File: src/rtl/htw_pkg.sv
// ============================================================================
// Hashed timing wheel package
// Shared types, codes and constants of the timer table.
// ============================================================================
package htw_pkg;

    // Input modes.
    localparam logic [2:0] MODE_ADD    = 3'd0;
    localparam logic [2:0] MODE_SET    = 3'd1;
    localparam logic [2:0] MODE_CANCEL = 3'd2;
    localparam logic [2:0] MODE_BUMP   = 3'd3;
    localparam logic [2:0] MODE_LEFT   = 3'd4;
    localparam logic [2:0] MODE_NEXT   = 3'd5;

    // Result kinds.
    localparam logic [2:0] KIND_EXPIRED   = 3'd0;
    localparam logic [2:0] KIND_CANCELLED = 3'd1;
    localparam logic [2:0] KIND_LEFT      = 3'd2;
    localparam logic [2:0] KIND_NEXT      = 3'd3;
    localparam logic [2:0] KIND_NONE      = 3'd4;
    localparam logic [2:0] KIND_BUMPED    = 3'd5;

    localparam int ROUND_W = 24;

    // Input item.
    typedef struct packed {
        logic [2:0]  mode;
        logic [3:0]  timer_id;
        logic [31:0] amount;
    } t_cmd;

    // Result item.
    typedef struct packed {
        logic [2:0]  kind;
        logic [3:0]  timer_id_res;
        logic [31:0] value;
        logic        last;
    } t_res;

    // Back-end sequencer states.
    typedef enum logic [3:0] {
        ST_IDLE,
        ST_DIV,
        ST_SET,
        ST_LEFT_MUL,
        ST_LEFT_OUT,
        ST_BUMP_SCAN,
        ST_NEXT_SCAN,
        ST_EMIT
    } t_state;

endpackage

File: src/rtl/htw_if.sv
// ============================================================================
// Hashed timing wheel channel
// Valid/ready channel that carries one payload item.
// ============================================================================
interface htw_if #(
    parameter int W = 39
) (
);
    logic         valid;
    logic         ready;
    logic [W-1:0] data;

    modport source (output valid, output data, input ready);
    modport sink   (input valid, input data, output ready);
endinterface

File: src/rtl/htw_front.sv
// ============================================================================
// Hashed timing wheel front end
// Accepts items, drops undefined modes and queues the rest in a short FIFO.
// ============================================================================
module htw_front (
    input  logic                 i_clk,
    input  logic                 i_rst_n,
    input  logic                 i_valid,
    output logic                 o_ready,
    input  htw_pkg::t_cmd        i_cmd,
    output logic                 o_valid,
    input  logic                 i_ready,
    output htw_pkg::t_cmd        o_cmd
);
    // Two-entry queue between the front and the back.
    htw_pkg::t_cmd r_q [2];
    logic          r_wp;
    logic          r_rp;
    logic [1:0]    r_cnt;
    logic          w_push;
    logic          w_pop;
    logic          w_good;

    assign w_good  = i_cmd.mode <= htw_pkg::MODE_NEXT;
    assign o_ready = r_cnt != 2'd2;
    assign w_push  = i_valid && o_ready && w_good;
    assign o_valid = r_cnt != 2'd0;
    assign w_pop   = o_valid && i_ready;
    assign o_cmd   = r_q[r_rp];

    always_ff @(posedge i_clk) begin
        if (w_push) begin
            r_q[r_wp] <= i_cmd;
        end
    end

    always_ff @(posedge i_clk) begin
        if (!i_rst_n) begin
            r_wp  <= 1'b0;
            r_rp  <= 1'b0;
            r_cnt <= 2'd0;
        end else begin
            if (w_push) begin
                r_wp <= ~r_wp;
            end
            if (w_pop) begin
                r_rp <= ~r_rp;
            end
            r_cnt <= r_cnt + {1'b0, w_push} - {1'b0, w_pop};
        end
    end
endmodule

File: src/rtl/htw_back.sv
// ============================================================================
// Hashed timing wheel back end
// Holds the timer table and executes one command at a time.
// ============================================================================
module htw_back #(
    parameter int WHEEL_SIZE = 256,
    parameter int NUM_TIMERS = 16
) (
    input  logic          i_clk,
    input  logic          i_rst_n,
    input  logic [9:0]    i_interval,
    input  logic          i_valid,
    output logic          o_ready,
    input  htw_pkg::t_cmd i_cmd,
    output logic          o_valid,
    input  logic          i_ready,
    output htw_pkg::t_res o_res
);
    localparam int SW  = $clog2(WHEEL_SIZE);
    localparam int RW  = htw_pkg::ROUND_W;
    localparam int IW  = (NUM_TIMERS > 1) ? $clog2(NUM_TIMERS) : 1;
    localparam int CW  = $clog2(NUM_TIMERS + 1);
    localparam int DW  = 32 - SW + 1;

    htw_pkg::t_state r_st, n_st;

    logic [NUM_TIMERS-1:0] r_act;
    logic [SW-1:0]         r_slot [NUM_TIMERS];
    logic [RW-1:0]         r_rnd  [NUM_TIMERS];
    logic [SW-1:0]         r_pos;
    logic [31:0]           r_blog;
    logic [CW-1:0]         r_tot;

    htw_pkg::t_cmd r_cmd;
    // Divider registers: r_quo holds quotient bits, r_rem the partial remainder.
    logic [32:0]   r_quo;
    logic [10:0]   r_rem;
    logic [5:0]    r_cnt;
    logic [9:0]    r_itv;
    // Scan state.
    logic [IW:0]   r_idx;
    logic [SW:0]   r_steps;
    logic [SW-1:0] r_wpos;
    logic [SW-1:0] r_keep;
    logic [DW-1:0] r_c;
    logic [32:0]   r_best;
    logic [63:0]   r_prod;
    htw_pkg::t_res r_out;
    logic          r_ovld;

    logic [9:0]    w_itv;
    assign w_itv = (i_interval == 10'd0) ? 10'd1 : i_interval;

    assign o_valid = r_ovld;
    assign o_res   = r_out;
    assign o_ready = (r_st == htw_pkg::ST_IDLE) && !r_ovld;

    // Entry currently addressed by the scan or the command.
    logic [IW-1:0] w_i;
    logic          w_idok;
    logic [SW-1:0] w_dist;
    logic [32+SW:0] w_t;
    logic [10:0]   w_trial;
    logic [32:0]   w_ticks;
    logic [32:0]   w_rsat;
    logic [DW-1:0] w_cuse;

    always_comb begin
        w_i = (r_st == htw_pkg::ST_BUMP_SCAN || r_st == htw_pkg::ST_NEXT_SCAN)
            ? r_idx[IW-1:0] : IW'(r_cmd.timer_id);
        w_idok  = {28'd0, r_cmd.timer_id} < 32'(NUM_TIMERS);
        w_dist  = r_slot[w_i] - r_pos;
        w_t     = {{(33-RW){1'b0}}, r_rnd[w_i], {SW{1'b0}}} + {{33{1'b0}}, w_dist};
        w_trial = {r_rem[9:0], r_quo[32]} ;
        w_ticks = r_quo + {1'b0, r_blog};
        w_rsat  = w_ticks >> SW;
        w_cuse  = (r_wpos == r_keep) ? r_c - DW'(1) : r_c;
    end

    // Next state of the sequencer.
    always_comb begin
        n_st = r_st;
        case (r_st)
            htw_pkg::ST_IDLE: begin
                if (i_valid && o_ready) begin
                    case (i_cmd.mode)
                        htw_pkg::MODE_ADD: begin
                            n_st = htw_pkg::ST_IDLE;
                        end
                        htw_pkg::MODE_SET: begin
                            n_st = htw_pkg::ST_DIV;
                        end
                        htw_pkg::MODE_CANCEL: begin
                            n_st = htw_pkg::ST_SET;
                        end
                        htw_pkg::MODE_BUMP: begin
                            n_st = (r_tot == '0) ? htw_pkg::ST_EMIT
                                                 : htw_pkg::ST_BUMP_SCAN;
                        end
                        htw_pkg::MODE_LEFT: begin
                            n_st = htw_pkg::ST_LEFT_MUL;
                        end
                        default: begin
                            n_st = htw_pkg::ST_NEXT_SCAN;
                        end
                    endcase
                end
            end
            htw_pkg::ST_DIV: begin
                if (r_cnt == 6'd1) begin
                    n_st = htw_pkg::ST_SET;
                end
            end
            htw_pkg::ST_SET: begin
                n_st = htw_pkg::ST_IDLE;
            end
            htw_pkg::ST_LEFT_MUL: begin
                n_st = htw_pkg::ST_LEFT_OUT;
            end
            htw_pkg::ST_LEFT_OUT: begin
                n_st = htw_pkg::ST_IDLE;
            end
            htw_pkg::ST_BUMP_SCAN: begin
                if (r_steps == '0) begin
                    n_st = htw_pkg::ST_EMIT;
                end
            end
            htw_pkg::ST_NEXT_SCAN: begin
                if (r_idx == (IW+1)'(NUM_TIMERS - 1)) begin
                    n_st = htw_pkg::ST_EMIT;
                end
            end
            htw_pkg::ST_EMIT: begin
                if (!r_ovld || i_ready) begin
                    n_st = htw_pkg::ST_IDLE;
                end
            end
            default: begin
                n_st = htw_pkg::ST_IDLE;
            end
        endcase
    end

    // State register.
    always_ff @(posedge i_clk) begin
        if (!i_rst_n) begin
            r_st <= htw_pkg::ST_IDLE;
        end else begin
            r_st <= n_st;
        end
    end

    always_ff @(posedge i_clk) begin
        if (!i_rst_n) begin
            r_act  <= '0;
            r_pos  <= '0;
            r_blog <= '0;
            r_tot  <= '0;
            r_ovld <= 1'b0;
        end else begin
            if (r_ovld && i_ready) begin
                r_ovld <= 1'b0;
            end
            case (r_st)
                htw_pkg::ST_IDLE: begin
                    if (i_valid && o_ready) begin
                        r_cmd <= i_cmd;
                        case (i_cmd.mode)
                            htw_pkg::MODE_ADD: begin
                                r_blog <= ({1'b0, r_blog} + {1'b0, i_cmd.amount} > 33'hFFFFFFFF)
                                    ? 32'hFFFFFFFF : r_blog + i_cmd.amount;
                            end
                            htw_pkg::MODE_SET: begin
                                // Ceiling division: divide amount + itv - 1.
                                r_quo <= {1'b0, i_cmd.amount} + {23'd0, w_itv} - 33'd1;
                                r_rem <= '0;
                                r_itv <= w_itv;
                                r_cnt <= 6'd33;
                            end
                            htw_pkg::MODE_CANCEL: begin
                            end
                            htw_pkg::MODE_BUMP: begin
                                r_blog  <= '0;
                                r_c     <= DW'(r_blog >> SW) + DW'(1);
                                r_keep  <= r_pos + r_blog[SW-1:0];
                                r_wpos  <= r_pos;
                                r_steps <= ({1'b0, r_blog} > 33'(WHEEL_SIZE))
                                    ? (SW+1)'(WHEEL_SIZE) : r_blog[SW:0];
                                r_idx   <= '0;
                            end
                            htw_pkg::MODE_LEFT: begin
                            end
                            default: begin
                                r_idx  <= '0;
                                r_best <= 33'hFFFFFFFF;
                            end
                        endcase
                    end
                end
                htw_pkg::ST_DIV: begin
                    // One restoring division step per cycle.
                    if (w_trial >= {1'b0, r_itv}) begin
                        r_rem <= w_trial - {1'b0, r_itv};
                        r_quo <= {r_quo[31:0], 1'b1};
                    end else begin
                        r_rem <= w_trial;
                        r_quo <= {r_quo[31:0], 1'b0};
                    end
                    r_cnt <= r_cnt - 6'd1;
                end
                htw_pkg::ST_SET: begin
                    if (r_cmd.mode == htw_pkg::MODE_SET) begin
                        if (w_idok && !r_act[w_i]) begin
                            r_slot[w_i] <= w_ticks[SW-1:0] + r_pos;
                            r_rnd[w_i]  <= (w_rsat > 33'(2**RW - 1))
                                ? {RW{1'b1}} : w_rsat[RW-1:0];
                            r_act[w_i]  <= 1'b1;
                            r_tot       <= r_tot + CW'(1);
                        end
                    end else if (w_idok && r_act[w_i]) begin
                        r_act[w_i]  <= 1'b0;
                        r_slot[w_i] <= '0;
                        r_rnd[w_i]  <= '0;
                        r_tot       <= r_tot - CW'(1);
                        r_out  <= '{htw_pkg::KIND_CANCELLED, r_cmd.timer_id, 32'd0, 1'b1};
                        r_ovld <= 1'b1;
                    end
                end
                htw_pkg::ST_LEFT_MUL: begin
                    if (w_idok && r_act[w_i]) begin
                        r_prod <= ((w_t[32:0] < {1'b0, r_blog}) ? 64'd0
                                   : 64'(w_t[32:0] - {1'b0, r_blog})) * 64'(w_itv);
                    end else begin
                        r_prod <= '0;
                    end
                end
                htw_pkg::ST_LEFT_OUT: begin
                    r_out  <= '{htw_pkg::KIND_LEFT, r_cmd.timer_id,
                               (r_prod > 64'hFFFFFFFF) ? 32'hFFFFFFFF : r_prod[31:0], 1'b1};
                    r_ovld <= 1'b1;
                end
                htw_pkg::ST_BUMP_SCAN: begin
                    // One entry per cycle while no result waits to be taken; a slot is done after all entries.
                    if (r_steps == '0) begin
                        r_pos <= r_keep;
                    end else if (!r_ovld || i_ready) begin
                        if (r_act[w_i] && r_slot[w_i] == r_wpos) begin
                            if ({{(33-RW){1'b0}}, r_rnd[w_i]} < 33'(w_cuse)) begin
                                r_act[w_i]  <= 1'b0;
                                r_slot[w_i] <= '0;
                                r_rnd[w_i]  <= '0;
                                r_tot       <= r_tot - CW'(1);
                                r_out  <= '{htw_pkg::KIND_EXPIRED, 4'(w_i), 32'd0, 1'b0};
                                r_ovld <= 1'b1;
                            end else begin
                                r_rnd[w_i] <= r_rnd[w_i] - RW'(w_cuse);
                            end
                        end
                        if (r_idx == (IW+1)'(NUM_TIMERS - 1)) begin
                            r_idx   <= '0;
                            r_c     <= w_cuse;
                            r_wpos  <= r_wpos + SW'(1);
                            r_steps <= r_steps - (SW+1)'(1);
                        end else begin
                            r_idx <= r_idx + (IW+1)'(1);
                        end
                    end
                end
                htw_pkg::ST_NEXT_SCAN: begin
                    if (r_act[w_i] && {1'b0, w_t[31+SW:0]} < {1'b0, r_best}
                        && w_t < (33+SW)'(r_best)) begin
                        r_best <= w_t[32:0];
                    end
                    if (r_idx != (IW+1)'(NUM_TIMERS - 1)) begin
                        r_idx <= r_idx + (IW+1)'(1);
                    end
                end
                htw_pkg::ST_EMIT: begin
                    if (!r_ovld || i_ready) begin
                        if (r_cmd.mode == htw_pkg::MODE_BUMP) begin
                            r_out <= '{htw_pkg::KIND_BUMPED, 4'd0, 32'd0, 1'b1};
                        end else if (r_tot == '0) begin
                            r_out <= '{htw_pkg::KIND_NONE, 4'd0, 32'd0, 1'b1};
                        end else begin
                            r_out <= '{htw_pkg::KIND_NEXT, 4'd0,
                                       (r_best < {1'b0, r_blog}) ? 32'd0
                                       : 32'(r_best - {1'b0, r_blog}), 1'b1};
                        end
                        r_ovld <= 1'b1;
                    end
                end
                default: begin
                end
            endcase
        end
    end
endmodule

File: src/rtl/hashed_timing_wheel.sv
// Set runs a 33-step divider; the next-timeout query scans every entry; bump walks
// min(backlog, WHEEL_SIZE) slots and visits every entry in each, one entry
// per cycle while no result waits to be taken.
// One item is executed at a time; a two-item queue decouples input.
// Reset is synchronous, active low; all timers turn inactive at once.
// ============================================================================
// Hashed timing wheel
// Timer table on a wheel of slots with set, cancel, bump and queries.
// ============================================================================
module hashed_timing_wheel #(
    parameter int WHEEL_SIZE = 256,
    parameter int NUM_TIMERS = 16
) (
    input  logic       i_clk,
    input  logic       i_rst_n,
    input  logic       i_cfg_we,
    input  logic [9:0] i_cfg_data,
    htw_if.sink        i_in,
    htw_if.source      o_out
);
    logic [9:0]    r_interval;
    logic          w_qv;
    logic          w_qr;
    htw_pkg::t_cmd w_qc;
    htw_pkg::t_res w_res;

    // Tick interval register.
    always_ff @(posedge i_clk) begin
        if (!i_rst_n) begin
            r_interval <= 10'd1;
        end else if (i_cfg_we) begin
            r_interval <= i_cfg_data;
        end
    end

    htw_front u_front (
        .i_clk   (i_clk),
        .i_rst_n (i_rst_n),
        .i_valid (i_in.valid),
        .o_ready (i_in.ready),
        .i_cmd   (htw_pkg::t_cmd'(i_in.data)),
        .o_valid (w_qv),
        .i_ready (w_qr),
        .o_cmd   (w_qc)
    );

    htw_back #(.WHEEL_SIZE(WHEEL_SIZE), .NUM_TIMERS(NUM_TIMERS)) u_back (
        .i_clk      (i_clk),
        .i_rst_n    (i_rst_n),
        .i_interval (r_interval),
        .i_valid    (w_qv),
        .o_ready    (w_qr),
        .i_cmd      (w_qc),
        .o_valid    (o_out.valid),
        .i_ready    (o_out.ready),
        .o_res      (w_res)
    );

    assign o_out.data = w_res;

`ifndef SYNTHESIS
    // A shown result holds until it is taken.
    a_hold: assert property (@(posedge i_clk) disable iff (!i_rst_n)
        o_out.valid && !o_out.ready |=> o_out.valid && $stable(o_out.data))
        else $error("result changed while stalled");
    // The back end takes no command while a result is pending.
    a_busy: assert property (@(posedge i_clk) disable iff (!i_rst_n)
        o_out.valid |-> !w_qr)
        else $error("command taken with result pending");
`endif
endmodule

File: src/flat_wrapper.sv
// flat-port wrapper written by rule: the top's interface ports become plain ports
module hashed_timing_wheel_flat 
#(
    parameter int WHEEL_SIZE = 256,
    parameter int NUM_TIMERS = 16
)
  (i_clk, i_rst_n, i_cfg_we, i_cfg_data, i_in_valid, i_in_data, i_in_ready, o_out_valid, o_out_data, o_out_ready);
  htw_if #(.W($bits(htw_pkg::t_cmd))) i_in_i ();
  htw_if #(.W($bits(htw_pkg::t_res))) o_out_i ();
  input  logic i_clk;
  input  logic i_rst_n;
  input  logic i_cfg_we;
  input  logic [9:0] i_cfg_data;
  input wire logic [$bits(i_in_i.valid)-1:0] i_in_valid;
  input wire logic [$bits(i_in_i.data)-1:0] i_in_data;
  output wire logic [$bits(i_in_i.ready)-1:0] i_in_ready;
  output wire logic [$bits(o_out_i.valid)-1:0] o_out_valid;
  output wire logic [$bits(o_out_i.data)-1:0] o_out_data;
  input wire logic [$bits(o_out_i.ready)-1:0] o_out_ready;
  assign i_in_i.valid = i_in_valid;
  assign i_in_i.data = i_in_data;
  assign i_in_ready = i_in_i.ready;
  assign o_out_valid = o_out_i.valid;
  assign o_out_data = o_out_i.data;
  assign o_out_i.ready = o_out_ready;
  hashed_timing_wheel #(.WHEEL_SIZE(WHEEL_SIZE), .NUM_TIMERS(NUM_TIMERS)) u_core (.i_clk(i_clk), .i_rst_n(i_rst_n), .i_cfg_we(i_cfg_we), .i_cfg_data(i_cfg_data), .i_in(i_in_i), .o_out(o_out_i));
endmodule
File: config.mk
export PLATFORM = sky130hd
export DESIGN_NAME = hashed_timing_wheel_flat
export DESIGN_NICKNAME = d
export VERILOG_FILES = /design/src/rtl/htw_pkg.sv /design/src/rtl/htw_if.sv /design/src/rtl/htw_front.sv /design/src/rtl/htw_back.sv /design/src/rtl/hashed_timing_wheel.sv /design/src/flat_wrapper.sv
export SDC_FILE = /design/constraint.sdc
export NUM_CORES = 2
export LEC_CHECK = 0
export BUFFER_PORTS_ARGS = -buffer_cell sky130_fd_sc_hd__buf_2
export CORE_ASPECT_RATIO = 0.75
export CORE_MARGIN = 3
export CORE_UTILIZATION = 40
export DETAILED_ROUTE_END_ITERATION = 6
export SLEW_MARGIN = 5
export SYNTH_ARGS = -nofsm -noshare
export SYNTH_HDL_FRONTEND = slang
export SYNTH_HIERARCHICAL = 1
export SYNTH_SLANG_ARGS = --single-unit
File: constraint.sdc
create_clock -name i_clk -period 17.6 [get_ports i_clk]
set_input_delay 0.88 -clock i_clk [delete_from_list [all_inputs] [get_ports i_clk]]
set_output_delay 0.88 -clock i_clk [all_outputs]
set_load 0.1 [all_outputs]
==> impl_metrics.ini <==
[final_layout]
final_nets = 6225
nFillCells = 13800
drive_above_1_share_pct = 11.2
area_delta_synth_final_pct = 10.9

[setup_path]
start_kind = flip-flop
cpMostUsedCell = fa_1
arrival_ns = 15.34
critPathKind = reg2reg
critPathMaxFanout = 62
crit_path_start = u_core/u_back/r_st[1]$_SDFFE_PN0P_
critPathMaxStageDelay_ns = 0.96
cp_top_family = compound AO/OA/AOI/OAI gates
critPathCapture = u_core/u_back/r_prod[51]$_SDFFCE_PN0P_
cp-end-kind = flip-flop
r2r_end = u_core/u_back/r_prod[51]$_SDFFCE_PN0P_
worst-path-buf-inv = 5
regToRegSetupSlack_ns = 2.69
worst_path_max_delay_cell = a311oi_1
cp.required_ns = 18.03
reg2reg_from = u_core/u_back/r_st[1]$_SDFFE_PN0P_
reg2reg_depth = 45
path_depth = 45

[timing]
fmax_mhz = 67.1
final-setup-viol-count = 0
timing_hold_violations_final = 0
finalSetupTns_ns = 0
fin_worst_skew_ns = 0.0408
rsz0062_at_grt = false
relSlewSlack_pct = 9.11
period_needed_ns = 14.91
period_share_pct = 84.7
slew_viol_final = 0
worst_pin_slew_ns = 1.36

[global_route]
antenna_found_initial = 11
grt_max_degree = 100
track_usage_pct = 21.9
grt-ovfl-total = 0
grt_pass1_wl_um = 262000
grt_pass1_vias = 41600

[place]
port_buffers = 95
hpwl_um = 125000
place_congestion = 0.929

[synthesis]
synth_cells = 5420
synthFlopType = edfxtp_1
syn_avg_cell_area_sq_um = 11.2
synth-seq-area-share_pct = 44.5
synth_edf_count = 847
synth-seq-cells = 927
syn-cell-area_sq_mm = 0.0607
yosysUniqueCellTypes = 105
yosys_warnings = 6
async_flop_share_pct = 0

[drt]
routed_wl_um = 174000
vias = 43500
wl_per_cell_um = 22.8
dr.pass1.iters = 6
drt-initial-drc-count = 4685
drc = 0
ant_nets = 0
vias_per_cell = 5.71

[floorplanning]
fp-row-count = 123
core_region_area_sq_mm = 0.150
num_io_pins = 96
initial_utilization_pct = 40.4
dieArea_sq_mm = 0.157
dieHeight_um = 343
fp.dieW_um = 456

[cts]
insertion_delay_ns = 0.73
cts_num_sinks = 927
cts.clk_slew.worst_paths_ns = 0.06
postCtsSetupRepairBufs = 0
numCtsBuffers = 96
cts_tree = built
cts_hold_buf = 0
cts-htree-levels = 3
ctsResizeCount = 0
cts_root_buf = clkbuf_16
clock_path_buffers = 3

[status]
status = finished clean

[run]
drv_cap = 0

[hold_path]
holdCritPathClass = in2reg
[per-layer routing]
layer,global-route usage [%],up-vias,share of wire (%)
met2,30.4,1736,41
met3,5.81,239,9.9
met4,5.12,2,2.3
met5,0,-,0.0046
met1,33.6,21700,47
li1,-,19800,-
[registers in the layout, summed over array words and instances, names as in the netlist, 9 cells and up, named ones only]
| register | count |
|---|---|
| u_core/u_back/r_rem | 10 |
| u_core/u_back/r_best | 32 |
| u_core/u_back/r_blog | 32 |
| u_core/u_back/r_c | 25 |
| u_core/u_back/r_slot | 128 |
| u_core/u_front/r_q | 78 |
| u_core/r_interval | 10 |
| u_core/u_back/r_prod | 64 |
| u_core/u_back/o_res | 40 |
| u_core/u_back/r_quo | 33 |
| u_core/u_back/r_steps | 9 |
| u_core/u_back/r_itv | 10 |
| u_core/u_back/r_rnd | 384 |
[through the flow]
stage          area, sq um  util (%)  setup WS [ns]  cells  hold WS, ns
2_1_floorplan        60800         -           5.17   5428        0.442
3_3_place_gp         64200      42.7           3.21   7436        0.459
3_5_place_dp         64200      42.7           2.91   7436        0.466
4_1_cts              67300      44.7           2.81   7616        0.269
5_1_grt              67300      44.8           1.73   7617        0.297
6_report             67300      44.8           2.69   7623        0.343
[layout by cell type (no fill, tap or decap), types with 36 or more instances in the layout]
master     synthesis  routed
dfxtp_1           80      79
mux2i_1           48      47
nor2_1           376     371
a21oi_1          241     225
mux2_2            44      44
and3_1            68      68
a31oi_1           54      53
nor4_1            36      36
nor3_1           225     222
a21o_1           118     118
xnor2_1          180     180
buf_4              3     138
a211oi_1          65      65
nand2_1          421     419
ha_1             334     334
inv_1            471     470
nand3_1          106     106
clkbuf_16          0      98
o21ai_0          260     260
nand2b_1         101     101
edfxtp_1         847     847
mux4_2            99      99
fa_1             303     303
xor2_1           113     113
buf_2             15      95
nor2b_1           53      53
and2_1            60      60
o21bai_1          44      44
[kinds of logic (layout without fill, tap and decap cells)]
kind of cell,count (synthesis),after routing,synth area share (%)
compound gates,1074,1074,11.6
xor+xnor,295,295,4.32
fa+ha+maj,638,638,16.9
buf+inv,705,893,4.53
flops,927,927,44.5
mux,206,206,5.62
other cells,2,17,0.0124
simple gates,1573,1573,12.5
[cells in the mapped netlist (all sizes together), types with 32 or more instances]
cell,number,area share [%]
nand3,108,0.91
and3,69,0.72
mux4,99,3.7
mux2i,48,0.79
nand4,32,0.33
buf,38,0.40
o21ai,269,2.2
xor2,114,1.7
a31oi,54,0.56
clkbuf,188,1.2
o21bai,44,0.54
mux2,59,1.2
and2,62,0.64
o22ai,35,0.36
a21o,118,1.5
edfxtp,847,42
nor2b,53,0.55
xnor2,181,2.6
dfxtp,80,2.6
ha,334,6.9
o21a,35,0.43
nor2,377,2.3
nand2b,101,1.0
a21oi,241,2.0
nor4,36,0.37
fa,303,10
a211oi,65,0.80
nor3,226,1.9
nand2,422,2.6
inv,471,2.9
[worst reg2reg max path: cells and delay by family (launching register included)]
family / cells / cell delay (ns)
buffers and inverters: 5 / 1.10
multiplexers: 1 / 0.40
AND/OR/NAND/NOR: 10 / 2.31
AO/OA/AOI/OAI: 19 / 5.64
adder cells (fa/ha/maj): 8 / 3.55
XOR/XNOR: 2 / 0.80
flip-flops: 1 / 0.84
[area by class of cell]
type | instances | area [sq um] | area share (%)
inverter | 479 | 1800 | 2.67
timing repair buffer | 234 | 1530 | 2.27
clock inverter | 58 | 519 | 0.771
tap | 2000 | 2500 | 3.72
antenna | 7 | 17.5 | 0.0260
multi-input combinational | 3796 | 31400 | 46.6
sequential | 927 | 27000 | 40.2
clock buffer | 122 | 2550 | 3.79
[how the worst min path moves through the flow]
stage,from,to,slack [ns],cells past startpoint
2_1_floorplan,u_core/r_interval[0]$_SDFFE_PN1P_,u_core/r_interval[0]$_SDFFE_PN1P_,0.44,2
3_3_place_gp,u_core/r_interval[2]$_SDFFE_PN0P_,u_core/u_back/r_itv[2]$_DFFE_PP_,0.46,0
3_5_place_dp,u_core/r_interval[2]$_SDFFE_PN0P_,u_core/u_back/r_itv[2]$_DFFE_PP_,0.47,0
4_1_cts,i_in_data[7],u_core/u_front/r_q[1][7]$_DFFE_PP_,0.27,1
5_1_grt,i_in_data[7],u_core/u_front/r_q[1][7]$_DFFE_PP_,0.30,1
6_report,i_in_data[7],u_core/u_front/r_q[1][7]$_DFFE_PP_,0.34,1
Power is left out: the tool's default activity adds up to more than one toggle a clock period on the data nets, which glitch-free logic cannot reach.
